==> config.mk <==
export PLATFORM = sky130hd
export DESIGN_NAME = npcs_ctrl
export DESIGN_NICKNAME = d
export VERILOG_FILES = /design/src/design/npcs_pkg.sv /design/src/design/npcs_ctrl.sv
export SDC_FILE = /design/constraint.sdc
export NUM_CORES = 1
export LEC_CHECK = 0
export BUFFER_PORTS_ARGS = -buffer_cell sky130_fd_sc_hd__buf_2
export CORE_AREA = 2 2 39 41
export DETAILED_ROUTE_END_ITERATION = 7
export DIE_AREA = 0 0 41 43
export GPL_TIMING_DRIVEN = 0
export PLACE_DENSITY = 0.45
export SETUP_SLACK_MARGIN = 0.02
export SKIP_CTS_REPAIR_TIMING = 1
export SLEW_MARGIN = 20
export SYNTH_ARGS = -nofsm -noshare
export SYNTH_HDL_FRONTEND = slang
export SYNTH_SLANG_ARGS = --single-unit
==> constraint.sdc <==
create_clock -name clock -period 2.4 [get_ports clock]
set_input_delay 0.48 -clock clock [delete_from_list [all_inputs] [get_ports clock]]
set_output_delay 0.48 -clock clock [all_outputs]
set_load 0.01 [all_outputs]
==> src/design/npcs_pkg.sv <==
// Shared constants, codes and control structs of the nearest palette color search.
`default_nettype none

package npcs_pkg;

   // Item field widths
   localparam int CMD_W         = 1;
   localparam int INDEX_W       = 8;
   localparam int ENTRY_COLOR_W = 32;
   localparam int COLOR_W       = 8;
   localparam int COUNT_W       = 9;
   localparam int RGB_W         = 3 * COLOR_W;

   // Channel offsets within a packed palette color
   localparam int RED_LSB   = 0;
   localparam int GREEN_LSB = 8;
   localparam int BLUE_LSB  = 16;

   // Squared RGB distance tops out at 3 * 255^2 = 195075
   localparam int DIST_W = 18;

   // Parameter defaults
   localparam int DEF_PALETTE_DEPTH = 256;
   localparam int DEF_SEARCH_LANES  = 8;

   typedef enum logic [CMD_W-1:0] {
      CMD_WRITE = 1'b0,
      CMD_QUERY = 1'b1
   } cmd_type;

   // Controller to datapath
   typedef struct packed {
      logic write_en;     // load one palette entry from the request word
      logic start_query;  // latch query target and count, clear running best
      logic issue;        // read the next palette row
      logic load_rsp;     // capture the final index into the response register
   } ctrl_cmd_type;

   // Datapath to controller
   typedef struct packed {
      logic query_empty;  // request word asks for zero entries
      logic last_row;     // the row being issued is the final one
      logic pipe_busy;    // a row is still in flight through the search pipeline
   } dp_status_type;

endpackage

`default_nettype wire

==> src/design/npcs_ctrl.sv <==
// Controller: request acceptance, row issue sequencing and response handshake.
`default_nettype none

module npcs_ctrl (
   input  wire logic                          clock,
   input  wire logic                          reset,
   input  wire logic                          req_valid,
   output logic                               req_stall,
   input  wire logic [npcs_pkg::CMD_W-1:0]    req_cmd,
   output logic                               rsp_valid,
   input  wire logic                          rsp_stall,
   input  wire npcs_pkg::dp_status_type       status,
   output npcs_pkg::ctrl_cmd_type             cmd
);

   typedef enum logic [2:0] {
      S_IDLE  = 3'b001,
      S_SCAN  = 3'b010,
      S_DRAIN = 3'b100
   } state_type;

   state_type state_ff, state_in;
   logic      rsp_valid_ff, rsp_valid_in;
   logic      req_take;
   logic      rsp_free;

   assign req_stall = (state_ff != S_IDLE);
   assign req_take  = req_valid && !req_stall;
   assign rsp_free  = !rsp_valid_ff || !rsp_stall;

   always_comb begin
      state_in         = state_ff;
      cmd.write_en     = 1'b0;
      cmd.start_query  = 1'b0;
      cmd.issue        = 1'b0;
      cmd.load_rsp     = 1'b0;
      case (state_ff)
         S_IDLE: begin
            if (req_take) begin
               if (req_cmd == npcs_pkg::CMD_QUERY) begin
                  cmd.start_query = 1'b1;
                  state_in        = status.query_empty ? S_DRAIN : S_SCAN;
               end else begin
                  cmd.write_en = 1'b1;
               end
            end
         end
         S_SCAN: begin
            cmd.issue = 1'b1;
            if (status.last_row) begin
               state_in = S_DRAIN;
            end
         end
         S_DRAIN: begin
            if (!status.pipe_busy && rsp_free) begin
               cmd.load_rsp = 1'b1;
               state_in     = S_IDLE;
            end
         end
         default: begin
            state_in = S_IDLE;
         end
      endcase
   end

   always_comb begin
      rsp_valid_in = rsp_valid_ff;
      if (cmd.load_rsp) begin
         rsp_valid_in = 1'b1;
      end else if (rsp_valid_ff && !rsp_stall) begin
         rsp_valid_in = 1'b0;
      end
   end

   always_ff @(posedge clock) begin
      if (reset) begin
         state_ff     <= S_IDLE;
         rsp_valid_ff <= 1'b0;
      end else begin
         state_ff     <= state_in;
         rsp_valid_ff <= rsp_valid_in;
      end
   end

   assign rsp_valid = rsp_valid_ff;

   a_load_after_drain : assert property (@(posedge clock) disable iff (reset)
      cmd.load_rsp |-> !status.pipe_busy)
      else $error("response loaded while a row is still in flight");

   a_query_leaves_idle : assert property (@(posedge clock) disable iff (reset)
      (req_take && (req_cmd == npcs_pkg::CMD_QUERY)) |=>
         ((state_ff == S_SCAN) || (state_ff == S_DRAIN)))
      else $error("accepted query did not start a search");

   a_rsp_from_drain : assert property (@(posedge clock) disable iff (reset)
      $rose(rsp_valid_ff) |-> $past(state_ff == S_DRAIN))
      else $error("response raised outside the drain state");

endmodule

`default_nettype wire

==> flow_summary.yaml, run 1 <==
routing:
  final_antenna_net_count: 0
  dr.pass1.iters: 2
  drtIter0Drc: 1
  wirelength_um: 489
  drt-vias-per-instance: 4.12
  drc_errors: 0
  vias: 247
  wl_per_cell_um: 8.15
synth:
  synth_area_um2: 230
  syn_inst: 28
  seq_area_frac_synth_pct: 34.8
  yosysWarnings: 0
  syn_nets: 36
  synth.distinct_cells: 17
  synth_area_per_cell_um2: 8.22
  ys_ff_latch: 4
critical_path:
  crit_path_end_kind: "output pin"
  crit_fanout: 8
  timing.reg2reg.setup_slack_ps: 1260
  startpoint: "state_ff[2]$_SDFFE_PP0P_"
  worstSetupStartpointType: "flip-flop"
  r2r_start: "state_ff[2]$_SDFFE_PP0P_"
  arrival_ps: 1490
  r2r-end: "state_ff[1]$_SDFFE_PP0P_"
  crit_type: "flip-flop to output pin"
  cp.required_ps: 1920
  reg2regPathDepth: 3
timing:
  relSlewSlack_pct: 76.5
  setup_violations: 0
  fin_ws_ps: 434
  tns_ps: 0
  max_freq_mhz: 509
  tightest_slew_ps: 348
  finalCriticalPeriod_ps: 1970
  fin_skew_ps: 3.47
  hold_violations: 0
  post-route-period-util_pct: 81.9
  report.final.slew_viol_count: 0
  grt_setup_unrepaired: "no"
grt:
  grtUsageMet1_pct: 7.37
  grt_pass1_vias: 224
  overflow: 0
  grtUsageTotal_pct: 7.22
  antenna_found_initial: 0
  grt_max_degree: 9
  grt.met3_usage_pct: 4.71
  grt_pass1_wl_um: 821
  grt.busiest_layer: "met2"
  met2_usage_pct: 9.69
final_layout:
  layout_common_cells: "13 x buf_2, 5 x a21oi_1, 4 x dfxtp_1"
  fin_nets: 54
  final_common_cell: "buf_2"
  area_growth_pct: 46.7
  diodes: 0
  fillers: 157
  final_util_pct: 24.4
  drive_above_1_share_pct: 40.9
die:
  dieArea_um2: 1760
  fp.dieH_um: 43
  die_w_um: 41
  row_count: 14
  io_pins: 14
  initial_core_util_pct: 16.6
  core_area_um2: 1380
min_path:
  hold_depth: 2
  hold_path_class: "primary input to flip-flop"
  holdCritStartpoint: "reset"
  min_to: "rsp_valid$_SDFFE_PP0P_"
power:
  power_density_nw_per_um2: 687
  ir_drop_uv: 165
  finalPower_mw: 0.232
  p_leak_nw: 0.182
run_status:
  status: "finished, final reports clean"
clock_network:
  clockBufferDepth: 2
  clock_sinks: 4
  clkTransAtPathRegs_ps: 40
  cts_tree: "done"
  cts-root-buf: "clkbuf_4"
  htreeDepth: 1
  numCtsBuffers: 3
  insertion_delay_ps: 230
job:
  maxCapViolCount: 0
place:
  io_buffer_count: 13
  post-place-ws_ps: 492
  gp_congestion: 0.693
## layer usage
layer  wire length (µm)  vias up
li1                   -      136
met1                224      105
met2                233        6
met3                 30        0
met4                  0        0
met5                  0        -
## power breakdown
group          internal (mW)  switching [mW]  total [mW]  leakage (nW)
logic                 0.0337          0.0333      0.0670         0.136
registers             0.0749         0.00926      0.0841        0.0327
clock network         0.0558          0.0250      0.0808        0.0138
total                  0.164          0.0676       0.232         0.182
## flip-flops by register name (all words and copies together) (netlist names)
signal and flops:
state_ff 3, rsp_valid 1
## worst max-delay path, stage by stage (launching register included)
cell     delay, ps
dfxtp_1        420
or4b_1         480
a21oi_1        130
buf_4          110
buf_2          110
## worst max path at each step
stage | end | slack (ps) | cells after the start
after floorplan | cmd[0] | 710 | 3
after global routing | cmd[0] | 330 | 4
after detailed placement | cmd[0] | 490 | 5
after CTS | cmd[0] | 410 | 4
final | cmd[0] | 430 | 4
after global placement | cmd[0] | 490 | 5
## synth_stat cells (all sizes together)
cell     instances  area [µm²]
nand2            3        11.3
nor3b            1        12.5
dfxtp            4        80.1
and3b            1        8.76
buf              1        7.51
inv              1        3.75
o22ai            1        6.26
nor4b            1        8.76
or3              1        6.26
o211a            1        10.0
o2bb2ai          1        8.76
o21ai            1        5.00
or4b             1        10.0
and3             1        6.26
a21oi            5        25.0
nand2b           2        12.5
nor2             2        7.51
## final cells by class
type | count | area, µm² | share of cell area, %
multi-input combinational | 22 | 139 | 41.1
inverter | 1 | 3.75 | 1.11
buffer | 1 | 7.51 | 2.22
clock buffer | 3 | 22.5 | 6.67
timing repair buffer | 13 | 65.1 | 19.3
sequential | 4 | 80.1 | 23.7
tap | 16 | 20.0 | 5.93
## logic make-up after synthesis
group,count (synthesis),share of synthesized area (%)
buf+inv,2,4.89
flops,4,34.8
compound gates,9,23.9
simple gates,13,36.4
## stage by stage
stage / instance area, µm² / hold WS [ps] / std cells
floorplan: 230 / 494 / 28
global placement: 315 / 480 / 57
detailed placement: 315 / 484 / 57
CTS: 338 / 417 / 60
global route: 338 / 411 / 60
finish: 338 / 423 / 60
Note: power is estimated with default switching activity, not from simulation.
==> run 2: changes to the inputs <==
clock period = 2 ns   (was 2.4 ns; I/O delays follow)
==> run 2 against run 1 <==
  * Hold slack lost 80 ps
  * Non-clock buffer count did not move
  * Sequential power increased by 21%
  * Via count unchanged
  * Global-route usage did not move
  * First-iteration DRC count did not move
  * Die area is the same
  * Clock skew did not move
  * Critical path depth is the same
  * Critical path type unchanged
  * Critical endpoint unchanged
  * Largest power group unchanged
==> flow_summary.yaml, run 2 (same netlist as run 1, synthesis figures left out) <==
timing:
  relSlewSlack_pct: 76.5
  max_freq_mhz: 537
  tns_ps: 0
  setup_violations: 0
  tightest_slew_ps: 348
  grt_setup_unrepaired: "no"
  finalCriticalPeriod_ps: 1860
  report.final.slew_viol_count: 0
  fin_skew_ps: 3.47
  post-route-period-util_pct: 93.1
  hold_violations: 0
routing:
  final_antenna_net_count: 0
  wirelength_um: 489
  drc_errors: 0
  drt-vias-per-instance: 4.12
  dr.pass1.iters: 2
  drtIter0Drc: 1
  wl_per_cell_um: 8.15
  vias: 247
critical_path:
  r2r_start: "state_ff[0]$_SDFFE_PP1P_"
  crit_fanout: 5
  timing.reg2reg.setup_slack_ps: 870
  crit_path_end_kind: "output pin"
  cp_slowest_cell: "or4b_1"
  path_delay_family: "simple AND/OR/NAND/NOR gates"
  cp_cell_sequence: "or4b_1 -> a21oi_1 -> buf_4 -> buf_2"
  cp.required_ps: 1600
  path_buf_inv: 2
  max_stage_delay_ps: 550
  r2r-end: "state_ff[1]$_SDFFE_PP0P_"
  worstSetupStartpointType: "flip-flop"
  crit_type: "flip-flop to output pin"
  arrival_ps: 1460
  reg2regPathDepth: 3
min_path:
  holdCritStartpoint: "reset"
  hold_path_class: "primary input to flip-flop"
  min_to: "rsp_valid$_SDFFE_PP0P_"
  hold_depth: 2
final_layout:
  fillers: 157
  drive_above_1_share_pct: 43.2
  final_util_pct: 24.5
  largest_register: "state_ff"
  layout_common_cells: "13 x buf_2, 5 x a21oi_1, 3 x nand2_1, 3 x clkbuf_4, 3 x dfxtp_1"
  area_growth_pct: 47.3
  fin_nets: 54
  diodes: 0
  largest_reg_flops: 3
  final_common_cell: "buf_2"
grt:
  grtUsageTotal_pct: 7.22
  grt_pass1_vias: 224
  overflow: 0
  antenna_found_initial: 0
  grt_max_degree: 9
  grt_pass1_wl_um: 821
clock_network:
  numCtsBuffers: 3
  clockBufferDepth: 2
  clkTransAtPathRegs_ps: 40
  cts_tree: "done"
  insertion_delay_ps: 230
  htreeDepth: 1
  clock_sinks: 4
  cts-root-buf: "clkbuf_4"
run_status:
  status: "finished, final reports clean"
power:
  power_density_nw_per_um2: 823
  p_leak_nw: 0.182
  ir_drop_uv: 198
die:
  initial_core_util_pct: 16.6
  io_pins: 14
  core_area_um2: 1380
  row_count: 14
  fp.dieH_um: 43
  die_w_um: 41
  dieArea_um2: 1760
job:
  maxCapViolCount: 0
place:
  io_buffer_count: 13
  gp_congestion: 0.693
## run 2: how the worst max path moves through the flow
stage	startpoint	end	slack (ps)	cells past startpoint
2_1_floorplan	status[0]	cmd[0]	470	3
3_3_place_gp	status[0]	cmd[0]	250	5
3_5_place_dp	status[0]	cmd[0]	250	5
5_1_grt	state_ff[1]$_SDFFE_PP0P_	cmd[0]	50	4
6_report	state_ff[1]$_SDFFE_PP0P_	cmd[0]	140	4
4_1_cts	state_ff[2]$_SDFFE_PP0P_	cmd[0]	90	4
## run 2: stage by stage
stage	power [mW]	hold slack (ps)	setup slack (ps)	cells	instance area [µm²]
2_1_floorplan	0.153	469	474	28	230
4_1_cts	0.286	337	94.6	60	338
5_1_grt	0.307	331	46.0	60	339
6_report	0.279	343	138	60	339
3_3_place_gp	0.185	480	251	57	315
3_5_place_dp	0.183	484	252	57	315
## run 2: layout make-up
class	instances	area [µm²]	area share, %
well taps	16	20.0	5.90
plain buffers	1	7.51	2.21
repair buffers	13	65.1	19.2
clock buffers	3	22.5	6.64
inverters	1	3.75	1.11
multi-input cells	22	139	41.0
flip-flops and latches	4	81.3	24.0
## run 2: power breakdown
part           switching, mW  internal [mW]
sequential            0.0111         0.0904
combinational         0.0400         0.0404
clock                 0.0300         0.0669
total                 0.0811          0.198
## run 2: routing by layer
layer | share of wire (%) | global-route usage, % | wire length, µm
met1 | 46 | 7.37 | 224
met2 | 48 | 9.69 | 233
met3 | 6.1 | 4.71 | 30
met4 | 0 | 6.00 | 0
met5 | 0 | 0 | 0
